File: config.mk
export PLATFORM = sky130hd
export DESIGN_NAME = grapheme_cluster_break_detector_top_flat
export DESIGN_NICKNAME = d
export VERILOG_FILES = /design/src/design/gcb_pkg.sv /design/src/design/gcb_in_if.sv /design/src/design/gcb_out_if.sv /design/src/design/gcb_front.sv /design/src/design/gcb_queue.sv /design/src/design/gcb_back.sv /design/src/design/grapheme_cluster_break_detector_top.sv /design/src/flat_wrapper.sv
export SDC_FILE = /design/constraint.sdc
export NUM_CORES = 1
export LEC_CHECK = 0
export BUFFER_PORTS_ARGS = -buffer_cell sky130_fd_sc_hd__buf_2
export CORE_UTILIZATION = 62
export DETAILED_ROUTE_END_ITERATION = 8
export PLACE_DENSITY = 0.83
export REMOVE_ABC_BUFFERS = 1
export SETUP_SLACK_MARGIN = 0.2
export SYNTH_ARGS = -nofsm -noshare
export SYNTH_HDL_FRONTEND = slang
export SYNTH_SLANG_ARGS = --single-unit
File: constraint.sdc
create_clock -name i_clk -period 4.35 [get_ports i_clk]
set_input_delay 0.6525 -clock i_clk [delete_from_list [all_inputs] [get_ports i_clk]]
set_output_delay 0.6525 -clock i_clk [all_outputs]
set_load 0.05 [all_outputs]
File: src/design/gcb_pkg.sv
`timescale 1ns / 1ps
`default_nettype none

package gcb_pkg;

    // Field widths
    localparam int CLS_W = 4;
    localparam int CJ_W  = 2;

    // Default depth of the front-to-back queue
    localparam int QUEUE_DEPTH = 2;

    // Grapheme break classes; codes above LVT fold to OTHER in the front
    typedef enum logic [CLS_W-1:0] {
        CLS_OTHER   = 4'd0,
        CLS_CR      = 4'd1,
        CLS_LF      = 4'd2,
        CLS_CONTROL = 4'd3,
        CLS_EXTEND  = 4'd4,
        CLS_ZWJ     = 4'd5,
        CLS_RI      = 4'd6,
        CLS_PREPEND = 4'd7,
        CLS_SPACING = 4'd8,
        CLS_L       = 4'd9,
        CLS_V       = 4'd10,
        CLS_T       = 4'd11,
        CLS_LV      = 4'd12,
        CLS_LVT     = 4'd13
    } t_cls;

    // Indic conjunct classes
    typedef enum logic [CJ_W-1:0] {
        CJ_NONE      = 2'd0,
        CJ_LINKER    = 2'd1,
        CJ_CONSONANT = 2'd2,
        CJ_EXTEND    = 2'd3
    } t_cj;

    // Pictograph Extend* ZWJ tracker
    typedef enum logic [2:0] {
        EP_IDLE = 3'b001,
        EP_PICT = 3'b010,
        EP_ZWJ  = 3'b100
    } t_emoji;

    // Classified code point, as queued between front and back
    typedef struct packed {
        t_cls cls;
        t_cj  cj;
        logic pict;
        logic sot;
        logic is_ctl;   // CR, LF or control
        logic is_join;  // extend, ZWJ or spacing mark
    } t_cp;

    // Queue status seen by front and back
    typedef struct packed {
        logic empty;
        logic full;
    } t_q_stat;

endpackage

`default_nettype wire

File: src/design/gcb_in_if.sv
`timescale 1ns / 1ps
`default_nettype none

interface gcb_in_if;
    logic                      valid;
    logic                      ready;
    logic [gcb_pkg::CLS_W-1:0] boundary_class;
    logic [gcb_pkg::CJ_W-1:0]  conjunct_kind;
    logic                      is_pictograph;
    logic                      start_of_text;

    modport source (
        output valid, boundary_class, conjunct_kind, is_pictograph, start_of_text,
        input  ready
    );
    modport sink (
        input  valid, boundary_class, conjunct_kind, is_pictograph, start_of_text,
        output ready
    );
endinterface

`default_nettype wire

File: src/design/gcb_out_if.sv
`timescale 1ns / 1ps
`default_nettype none

interface gcb_out_if;
    logic valid;
    logic ready;
    logic break_before;

    modport source (
        output valid, break_before,
        input  ready
    );
    modport sink (
        input  valid, break_before,
        output ready
    );
endinterface

`default_nettype wire

File: src/design/gcb_front.sv
`timescale 1ns / 1ps
`default_nettype none

module gcb_front (
    gcb_in_if.sink                i_in,
    input  wire gcb_pkg::t_q_stat i_q_stat,
    output logic                  o_push,
    output gcb_pkg::t_cp          o_push_data
);

    gcb_pkg::t_cls w_cls;

    // Accept whenever the queue has room
    assign i_in.ready = !i_q_stat.full;
    assign o_push     = i_in.valid && !i_q_stat.full;

    // Fold unused class codes to OTHER
    always_comb begin
        if (i_in.boundary_class > gcb_pkg::CLS_W'(gcb_pkg::CLS_LVT)) begin
            w_cls = gcb_pkg::CLS_OTHER;
        end else begin
            w_cls = gcb_pkg::t_cls'(i_in.boundary_class);
        end
    end

    // Pre-decode the class groups the back end tests every item
    always_comb begin
        o_push_data.cls     = w_cls;
        o_push_data.cj      = gcb_pkg::t_cj'(i_in.conjunct_kind);
        o_push_data.pict    = i_in.is_pictograph;
        o_push_data.sot     = i_in.start_of_text;
        o_push_data.is_ctl  = (w_cls == gcb_pkg::CLS_CR) || (w_cls == gcb_pkg::CLS_LF) ||
                              (w_cls == gcb_pkg::CLS_CONTROL);
        o_push_data.is_join = (w_cls == gcb_pkg::CLS_EXTEND) || (w_cls == gcb_pkg::CLS_ZWJ) ||
                              (w_cls == gcb_pkg::CLS_SPACING);
    end

endmodule

`default_nettype wire

File: src/design/gcb_queue.sv
`timescale 1ns / 1ps
`default_nettype none

module gcb_queue #(
    parameter int DEPTH = gcb_pkg::QUEUE_DEPTH
) (
    input  wire logic          i_clk,
    input  wire logic          i_rst_n,
    input  wire logic          i_push,
    input  wire gcb_pkg::t_cp  i_push_data,
    input  wire logic          i_pop,
    output gcb_pkg::t_cp       o_head,
    output gcb_pkg::t_q_stat   o_stat
);

    localparam int PW = $clog2(DEPTH);
    localparam int CW = $clog2(DEPTH + 1);

    gcb_pkg::t_cp    r_mem [DEPTH];
    logic [PW-1:0]   r_wr_ptr, n_wr_ptr;
    logic [PW-1:0]   r_rd_ptr, n_rd_ptr;
    logic [CW-1:0]   r_count;

    assign o_stat.empty = (r_count == '0);
    assign o_stat.full  = (r_count == CW'(DEPTH));
    assign o_head       = r_mem[r_rd_ptr];

    // Pointer wrap for depths that need not be a power of two
    always_comb begin
        n_wr_ptr = (r_wr_ptr == PW'(DEPTH - 1)) ? '0 : r_wr_ptr + 1'b1;
        n_rd_ptr = (r_rd_ptr == PW'(DEPTH - 1)) ? '0 : r_rd_ptr + 1'b1;
    end

    // Storage
    always_ff @(posedge i_clk) begin
        if (i_push) begin
            r_mem[r_wr_ptr] <= i_push_data;
        end
    end

    // Pointers and fill count
    always_ff @(posedge i_clk) begin
        if (!i_rst_n) begin
            r_wr_ptr <= '0;
            r_rd_ptr <= '0;
            r_count  <= '0;
        end else begin
            if (i_push) begin
                r_wr_ptr <= n_wr_ptr;
            end
            if (i_pop) begin
                r_rd_ptr <= n_rd_ptr;
            end
            case ({i_push, i_pop})
                2'b10:   r_count <= r_count + 1'b1;
                2'b01:   r_count <= r_count - 1'b1;
                default: r_count <= r_count;
            endcase
        end
    end

endmodule

`default_nettype wire

File: src/design/gcb_back.sv
`timescale 1ns / 1ps
`default_nettype none

module gcb_back (
    input  wire logic             i_clk,
    input  wire logic             i_rst_n,
    input  wire gcb_pkg::t_cp     i_head,
    input  wire gcb_pkg::t_q_stat i_q_stat,
    output logic                  o_pop,
    gcb_out_if.source             o_out
);

    gcb_pkg::t_cls   r_prior_cls;
    logic            r_prior_valid;
    logic            r_odd_ri;
    gcb_pkg::t_emoji r_emoji, n_emoji;
    logic            r_linker;
    logic            r_out_valid;
    logic            r_brk;

    gcb_pkg::t_cls   w_p, w_c;
    logic            w_pv, w_odd, w_linker, w_p_ctl, w_brk, w_rule;
    gcb_pkg::t_emoji w_emoji;

    // Step one item when the queue holds one and the output slot is free or being emptied
    assign o_pop = !i_q_stat.empty && (!r_out_valid || o_out.ready);

    assign o_out.valid        = r_out_valid;
    assign o_out.break_before = r_brk;

    // Start of text clears the state before judging
    always_comb begin
        w_c      = i_head.cls;
        w_pv     = r_prior_valid && !i_head.sot;
        w_odd    = r_odd_ri && !i_head.sot;
        w_linker = r_linker && !i_head.sot;
        w_emoji  = i_head.sot ? gcb_pkg::EP_IDLE : r_emoji;
        w_p      = i_head.sot ? gcb_pkg::CLS_OTHER : r_prior_cls;
        w_p_ctl  = (w_p == gcb_pkg::CLS_CR) || (w_p == gcb_pkg::CLS_LF) ||
                   (w_p == gcb_pkg::CLS_CONTROL);
    end

    // Boundary rules, first match decides
    always_comb begin
        if (w_p == gcb_pkg::CLS_CR && w_c == gcb_pkg::CLS_LF) begin
            w_rule = 1'b0;
        end else if (w_p_ctl || i_head.is_ctl) begin
            w_rule = 1'b1;
        end else if (w_p == gcb_pkg::CLS_L &&
                     (w_c == gcb_pkg::CLS_L || w_c == gcb_pkg::CLS_V ||
                      w_c == gcb_pkg::CLS_LV || w_c == gcb_pkg::CLS_LVT)) begin
            w_rule = 1'b0;
        end else if ((w_p == gcb_pkg::CLS_LV || w_p == gcb_pkg::CLS_V) &&
                     (w_c == gcb_pkg::CLS_V || w_c == gcb_pkg::CLS_T)) begin
            w_rule = 1'b0;
        end else if ((w_p == gcb_pkg::CLS_LVT || w_p == gcb_pkg::CLS_T) &&
                     w_c == gcb_pkg::CLS_T) begin
            w_rule = 1'b0;
        end else if (i_head.is_join || w_p == gcb_pkg::CLS_PREPEND) begin
            w_rule = 1'b0;
        end else if (i_head.cj == gcb_pkg::CJ_CONSONANT && w_linker) begin
            w_rule = 1'b0;
        end else if (i_head.pict && w_emoji == gcb_pkg::EP_ZWJ) begin
            w_rule = 1'b0;
        end else if (w_p == gcb_pkg::CLS_RI && w_c == gcb_pkg::CLS_RI && w_odd) begin
            w_rule = 1'b0;
        end else begin
            w_rule = 1'b1;
        end
        w_brk = !w_pv || w_rule;
    end

    // Emoji tracker
    always_comb begin
        if (i_head.pict) begin
            n_emoji = gcb_pkg::EP_PICT;
        end else begin
            unique case (w_emoji)
                gcb_pkg::EP_PICT: begin
                    if (w_c == gcb_pkg::CLS_ZWJ) begin
                        n_emoji = gcb_pkg::EP_ZWJ;
                    end else if (w_c == gcb_pkg::CLS_EXTEND) begin
                        n_emoji = gcb_pkg::EP_PICT;
                    end else begin
                        n_emoji = gcb_pkg::EP_IDLE;
                    end
                end
                default: n_emoji = gcb_pkg::EP_IDLE;
            endcase
        end
    end

    // Cluster state
    always_ff @(posedge i_clk) begin
        if (!i_rst_n) begin
            r_prior_cls   <= gcb_pkg::CLS_OTHER;
            r_prior_valid <= 1'b0;
            r_odd_ri      <= 1'b0;
            r_emoji       <= gcb_pkg::EP_IDLE;
            r_linker      <= 1'b0;
        end else if (o_pop) begin
            r_prior_cls   <= w_c;
            r_prior_valid <= 1'b1;
            r_odd_ri      <= (w_c == gcb_pkg::CLS_RI) &&
                             !(w_pv && w_p == gcb_pkg::CLS_RI && w_odd);
            r_emoji       <= n_emoji;
            r_linker      <= (i_head.cj == gcb_pkg::CJ_LINKER) ||
                             (w_linker && i_head.cj == gcb_pkg::CJ_EXTEND);
        end
    end

    // Output register
    always_ff @(posedge i_clk) begin
        if (!i_rst_n) begin
            r_out_valid <= 1'b0;
        end else if (o_pop) begin
            r_out_valid <= 1'b1;
        end else if (o_out.ready) begin
            r_out_valid <= 1'b0;
        end
    end

    always_ff @(posedge i_clk) begin
        if (o_pop) begin
            r_brk <= w_brk;
        end
    end

endmodule

`default_nettype wire

File: src/design/grapheme_cluster_break_detector_top.sv
// An accepted item is held in the queue, then its result is registered in the output slot.
// Throughput: one item per cycle while o_out.ready is not held low; state updates on each pop.
// A short queue sits between front and back; on an output stall it fills, then input ready drops.
// Reset: synchronous, active low; clears cluster state, empties the queue, drops o_out.valid.
`timescale 1ns / 1ps
`default_nettype none

module grapheme_cluster_break_detector_top #(
    parameter int QUEUE_DEPTH = gcb_pkg::QUEUE_DEPTH
) (
    input  wire logic  i_clk,
    input  wire logic  i_rst_n,
    gcb_in_if.sink     i_in,
    gcb_out_if.source  o_out
);

    logic             w_push;
    logic             w_pop;
    gcb_pkg::t_cp     w_push_data;
    gcb_pkg::t_cp     w_head;
    gcb_pkg::t_q_stat w_q_stat;

    // Classify incoming items
    gcb_front u_front (
        .i_in        (i_in),
        .i_q_stat    (w_q_stat),
        .o_push      (w_push),
        .o_push_data (w_push_data)
    );

    // Decoupling queue
    gcb_queue #(
        .DEPTH (QUEUE_DEPTH)
    ) u_queue (
        .i_clk       (i_clk),
        .i_rst_n     (i_rst_n),
        .i_push      (w_push),
        .i_push_data (w_push_data),
        .i_pop       (w_pop),
        .o_head      (w_head),
        .o_stat      (w_q_stat)
    );

    // Rule evaluation and state
    gcb_back u_back (
        .i_clk    (i_clk),
        .i_rst_n  (i_rst_n),
        .i_head   (w_head),
        .i_q_stat (w_q_stat),
        .o_pop    (w_pop),
        .o_out    (o_out)
    );

`ifndef ASSERT_OFF
    // A start-of-text item always reports a boundary
    a_sot_breaks: assert property (@(posedge i_clk) disable iff (!i_rst_n)
        w_pop && w_head.sot |=> o_out.valid && o_out.break_before)
        else $error("start-of-text item did not report a boundary");

    // Back end never overwrites a result that is still waiting
    a_pop_slot_free: assert property (@(posedge i_clk) disable iff (!i_rst_n)
        w_pop |-> !o_out.valid || o_out.ready)
        else $error("item stepped while output slot held");

    // A pushed item with no pop leaves the queue non-empty
    a_push_fills: assert property (@(posedge i_clk) disable iff (!i_rst_n)
        w_push && !w_pop |=> !w_q_stat.empty)
        else $error("queue empty after push");
`endif

endmodule

`default_nettype wire

File: src/flat_wrapper.sv
// flat-port wrapper written by rule: the top's interface ports become plain ports
module grapheme_cluster_break_detector_top_flat 
#(
    parameter int QUEUE_DEPTH = gcb_pkg::QUEUE_DEPTH
)
  (i_clk, i_rst_n, i_in_valid, i_in_boundary_class, i_in_conjunct_kind, i_in_is_pictograph, i_in_start_of_text, i_in_ready, o_out_valid, o_out_break_before, o_out_ready);
  gcb_in_if i_in_i ();
  gcb_out_if o_out_i ();
  input  wire logic i_clk;
  input  wire logic i_rst_n;
  input wire logic [$bits(i_in_i.valid)-1:0] i_in_valid;
  input wire logic [$bits(i_in_i.boundary_class)-1:0] i_in_boundary_class;
  input wire logic [$bits(i_in_i.conjunct_kind)-1:0] i_in_conjunct_kind;
  input wire logic [$bits(i_in_i.is_pictograph)-1:0] i_in_is_pictograph;
  input wire logic [$bits(i_in_i.start_of_text)-1:0] i_in_start_of_text;
  output wire logic [$bits(i_in_i.ready)-1:0] i_in_ready;
  output wire logic [$bits(o_out_i.valid)-1:0] o_out_valid;
  output wire logic [$bits(o_out_i.break_before)-1:0] o_out_break_before;
  input wire logic [$bits(o_out_i.ready)-1:0] o_out_ready;
  assign i_in_i.valid = i_in_valid;
  assign i_in_i.boundary_class = i_in_boundary_class;
  assign i_in_i.conjunct_kind = i_in_conjunct_kind;
  assign i_in_i.is_pictograph = i_in_is_pictograph;
  assign i_in_i.start_of_text = i_in_start_of_text;
  assign i_in_ready = i_in_i.ready;
  assign o_out_valid = o_out_i.valid;
  assign o_out_break_before = o_out_i.break_before;
  assign o_out_i.ready = o_out_ready;
  grapheme_cluster_break_detector_top #(.QUEUE_DEPTH(QUEUE_DEPTH)) u_core (.i_clk(i_clk), .i_rst_n(i_rst_n), .i_in(i_in_i), .o_out(o_out_i));
endmodule
---- Word-level counts from Yosys, hierarchy flattened ----
Memory sizes are Yosys's and may differ from the RTL's. A register that Yosys moved wholly into a read port is not among the register bits.
Cells that the tools add are included.
storage, ports and cells
  flip-flop bits (word level) ............. 16
  latch bits .............................. 0
  RAM bits ................................ 20
  memory bits (read-only) ................. 0
  bits of input ports ..................... 12
  output and inout bits ................... 3
  logic and storage cells ................. 117
  memories kept ........................... 1
cells by class
  add/sub/neg operators ................... 4
  multiply operators ...................... 0
  divide/modulo/power cells ............... 0
  magnitude comparators ................... 1
  equality and inequality tests ........... 33
  shift operators ......................... 0
  mux-type cells .......................... 25
  bitwise logic cells ..................... 0
  reductions and logical operators ........ 43
memory list
  memory                words  width  read ports  clocked after Yosys merged registers in  write ports  line             text
  u_core.u_queue.r_mem  2      10     1           1                                        1            gcb_queue.sv:19  gcb_pkg::t_cp r_mem [DEPTH];
operator list
  operator                                              count
  equality test 4 bit, second input constant            11
  equality test 4 x 3 -> 1 bit, second input constant   7
  equality test 4 x 2 -> 1 bit, second input constant   5
  logical AND 1 bit                                     17
  logical OR 1 bit                                      17
  2-to-1 mux 1 bit                                      17
  2-to-1 mux 3 bit                                      4
  equality test 2 bit, second input constant            4
  equality test 4 x 1 -> 1 bit, second input constant   2
  2-to-1 mux 4 bit                                      2
  logical NOT 1 bit                                     6
  equality test 2 x 1 -> 1 bit, second input constant   2
  greater-than comparator 4 bit, second input constant  1
  one-hot mux 2 bit (2 select lines)                    1
  nonzero test 2 bit                                    2
  equality test 3 x 2 -> 1 bit, second input constant   1
  equality test 3 bit, second input constant            1
  adder 1 bit, second input constant                    2
  adder 2 x 1 -> 2 bit, second input constant           1
  logical NOT 2 bit                                     1
  2-to-1 mux 2 bit                                      1
  subtractor 2 x 1 -> 2 bit, second input constant      1

---- Longest topological paths before layout ----
  word-level depth ........................ 14
  depth in mapped cells ................... 7
  mapped depth without buffers ............ 6

---- Cells and area by module ----
A second synthesis with hierarchy kept.
unflattened totals
  cell total of the unflattened synthesis .. 146
  area, all modules ....................... 1675.4 µm²
by module, submodules not included
  module     times used  cells each  area an instance (µm²)  sequential area each (µm²)
  gcb_queue  1           53          934.6                   700.7
  gcb_back   1           77          635.6                   250.2
  gcb_front  1           16          105.1                   0.0

---- Least setup slack after synthesis ----
Ideal clock, no wire load.
  kind .................................... input port to flip-flop
  start ................................... input port o_out_ready
  end ..................................... register u_core.u_queue.r_count[1]
  library setup time ...................... 76 ps
  arrival ................................. 2042 ps
  required time ........................... 4274 ps
  path slack .............................. 2233 ps
  stages .................................. 6
  path buffers ............................ 1
  cells stage by stage .................... nor2b_1 nor2_1 buf_2 ha_1 or3_1 a21boi_0
on the way
  longest elaborated chain between the ends .. 4
  elaborated cells between the ends (all ways) .. 6
  those cells by class .................... eq/ne: 2; mux: 1; reduce/logical: 3
ends and longest elaborated chain
  element                                                                          line                text
  from (decl)                                                                      flat_wrapper.sv:19  input wire logic [$bits(o_out_i.ready)-1:0] o_out_ready;
  logical OR 1 bit *                                                               gcb_back.sv:26      assign o_pop = !i_q_stat.empty && (!r_out_valid || o_out.ready);
  logical AND 1 bit *                                                              gcb_back.sv:26
  net u_core.u_back.o_pop                                                          gcb_back.sv:9       output logic o_pop,
  equality test 2 x 1 -> 1 bit / equality test 2 bit (equally long branches)       gcb_queue.sv:54     case ({i_push, i_pop})
  one-hot mux 2 bit (2 select lines) / nonzero test 2 bit (equally long branches)  -
  to (signal assigned)                                                             gcb_queue.sv:55     2'b10: r_count <= r_count + 1'b1;
  to (signal assigned)                                                             gcb_queue.sv:56     2'b01: r_count <= r_count - 1'b1;
  to (signal assigned)                                                             gcb_queue.sv:57     default: r_count <= r_count;
  to (decl)                                                                        gcb_queue.sv:22     logic [CW-1:0] r_count;
Mark *: on every way through the listed nets, which the timed path passes. The rest lies on a longest branch.
A chain may end at the register's enable or synchronous reset.

==> results.toml <==
[route]
drt_iter0_drc = 34
wl_met2_microns = 1430
routedWlPerCell_microns = 14.9
wl_met3_microns = 166
postRouteAntennaNets = 0
routed_wl_microns = 2940
top_layer_used = "met4"
drc = 0
drtPass1Iterations = 4
via_per_inst = 6.04
wl_met1_microns = 1280
vias = 1195

[placed_design]
port_buffers = 14
gp_congestion = 0.953
dp_hpwl_microns = 2180
placed_area_sq_mm = 0.00179
pre_cts_ws_ns = 2.15

[logic_synthesis]
ys_seq_area_frac = 0.559
synth_top_family_by_area = "compound AO/OA/AOI/OAI gates"
synthArstFlopShare = 0
synth.distinct_cells = 44
synth_adder_area_share = 0.00736
synth_cells = 149
synthFlopType = "edfxtp_1"
yosys.area_share.simple = 0.161
synth_area_sq_mm = 0.00170
syn_area_per_cell_sq_um = 11.4
yosysWarnings = 0
synth_xor_area_frac = 0.0258
synth_seq_cells = 37
synth_compound_area_frac = 0.168
synthMuxAreaShare = 0.0559
synth_edf_count = 21

[floorplanning]
die_w_microns = 54.4
dieArea_sq_mm = 0.00296
initial_core_util = 0.668
rows = 18
fp.dieH_microns = 54.4
core_sq_mm = 0.00254
io_pins = 15

[clocking]
postCtsSetupBuffers = 0
cts_buffers = 5
clock_latency_ns = 0.33
cts.sinks = 37
clk_pin_slew_ns = 0.10
ctsHoldBuffers = 0
cts_tree = "done"
cts_buffer_depth = 2
post_cts_resized = 0
cts_root_buffer = "clkbuf_4"
ctsHtreeMaxLevel = 2

[cells_and_area]
post-route-util = 0.722
syn2layout_area_growth_pct = 8.02
drive_gt1_frac = 0.137
layout.nets = 180
multi_input_area_sq_um = 711
diodes = 0
regArea_sq_um = 951
final_area_sq_mm = 0.00184
fillers = 188

[timing]
finalCritPeriodShare = 0.511
fmax_ghz = 0.450
slew_headroom = 0.436
tns_ns = 0
setup_slack_ns = 2.13
min_period_ns = 2.22
hold_violations = 0
worstMarginPinSlew_ns = 0.843
rsz0062_at_grt = "no"
clock-skew-final_ns = 0.00818
drv_slew = 0
setup_viol = 0

[status]
outcome = "completed"

[power]
swShare = 0.351
switching_power_mw = 0.354
leakage_nw = 0.685
p_per_area_mw_per_mm2 = 549
combPwrFrac = 0.300
peakVddDrop_uv = 402
pwr-share-seq = 0.536
clock_power_share = 0.164
p_int_mw = 0.654

[job]
maxCapViolCount = 0

[worst_hold_path]
hp-class = "in2reg"

[worst_setup_path]
crit_arrival_ns = 2.31
critical_path_required_ns = 4.44
critPathKind = "reg2reg"
cp-end-kind = "flop"
crit_fanout = 23
cp-start-kind = "flop"

[grt]
grt_use_total = 0.237
grt_pass1_wl_microns = 4780
grt_max_degree = 24
antenna_found_initial = 0
overflow = 0
grt_pass1_vias = 1076
-- power by group through the flow --
stage / combinational [mW] / clock (mW) / sequential [mW]
2_1_floorplan: 0.222 / 0 / 0.539
3_3_place_gp: 0.292 / 0 / 0.540
3_5_place_dp: 0.303 / 0 / 0.546
6_report: 0.303 / 0.165 / 0.540
5_1_grt: 0.339 / 0.182 / 0.552
4_1_cts: 0.303 / 0.169 / 0.538
-- cells by family (layout without fill, tap and decap cells) --
family | count (synthesis) | count (layout)
AND/OR/NAND/NOR | 49 | 49
AO/OA/AOI/OAI | 41 | 41
flip-flops | 37 | 37
multiplexers | 9 | 9
buffers and inverters | 7 | 26
XOR/XNOR | 5 | 5
adder cells (fa/ha/maj) | 1 | 1
-- cell usage in the layout (no fill, tap or decap), types with 3 or more instances in the layout --
master    count
dfxtp_1      16
nor3b_1       3
o211a_1       4
o21ai_0      10
edfxtp_1     21
mux2i_1       8
or3_1         3
and2_1        4
nor2_1       10
clkbuf_4      5
nor2b_1       4
nand2_1       9
a21oi_1       6
buf_2        14
inv_1         3
o21a_1        3
a21boi_0      3
nand3b_1      3
xnor2_1       3
-- synth_stat cells, types with 4 or more instances --
cell | number | area, sq um
nand2_1 | 9 | 33.8
o21ai_0 | 10 | 50.1
nor2_1 | 10 | 37.5
o211a_1 | 4 | 40.0
a21oi_1 | 6 | 30.0
edfxtp_1 | 21 | 631
and2_1 | 4 | 25.0
dfxtp_1 | 16 | 320
mux2i_1 | 8 | 80.1
nor2b_1 | 4 | 25.0
-- layout make-up --
type                       instances  area share
clock inverter                     1     0.00204
inverter                           3     0.00613
clock buffer                       7      0.0245
sequential                        37       0.518
tap                               30      0.0204
multi-input combinational        105       0.387
timing repair buffer              15      0.0422
-- state kept, by name, summed over array words and instances, names as in the netlist, named ones only --
name and flops:
u_core.u_back.r_prior_valid 1, u_core.u_back.r_linker 1, u_core.u_queue.r_wr_ptr 1, u_core.u_back.o_out.break_before 1, u_core.u_back.r_odd_ri 1, u_core.u_queue.r_mem 20, u_core.u_back.o_out.valid 1, u_core.u_queue.r_rd_ptr 1
u_core.u_back.r_prior_cls 4, u_core.u_back.r_emoji 3, u_core.u_queue.r_count 2
-- metrics by stage --
stage | hold slack, ns | power, mW | std cells
finish | 0.504 | 1.01 | 198
global route | 0.481 | 1.07 | 198
CTS | 0.489 | 1.01 | 198
detailed placement | 0.490 | 0.849 | 190
global placement | 0.490 | 0.832 | 190
floorplan | 0.455 | 0.761 | 145
-- path summary, 6_finish.rpt --
check | slack, ns | cells past startpoint | from | to
max | 2.13 | 5 | flop | u_core.u_back.o_out.break_before
min | 0.50 | 1 | i_in_start_of_text | u_core.u_queue.r_mem[0][2]
max reg2reg | 2.13 | 5 | flop | u_core.u_back.o_out.break_before
min reg2reg | 0.51 | 1 | u_core.u_back.r_prior_valid | u_core.u_back.r_prior_valid
-- per-layer routing --
| metal | GRT usage | up-vias |
|---|---|---|
| met1 | 0.286 | 561 |
| met3 | 0.0583 | 10 |
| met5 | 0 | - |
| li1 | - | 592 |
| met4 | 0.137 | 0 |
| met2 | 0.384 | 32 |
-- critical path: stages (launching register included) --
cell and delay, ns:
dfxtp_1 0.88, mux2i_1 0.47, nand4b_1 0.17, a2bb2oi_1 0.16, nor3b_1 0.21, o31ai_1 0.09
No activity file was read; power rests on OpenSTA's default activity.
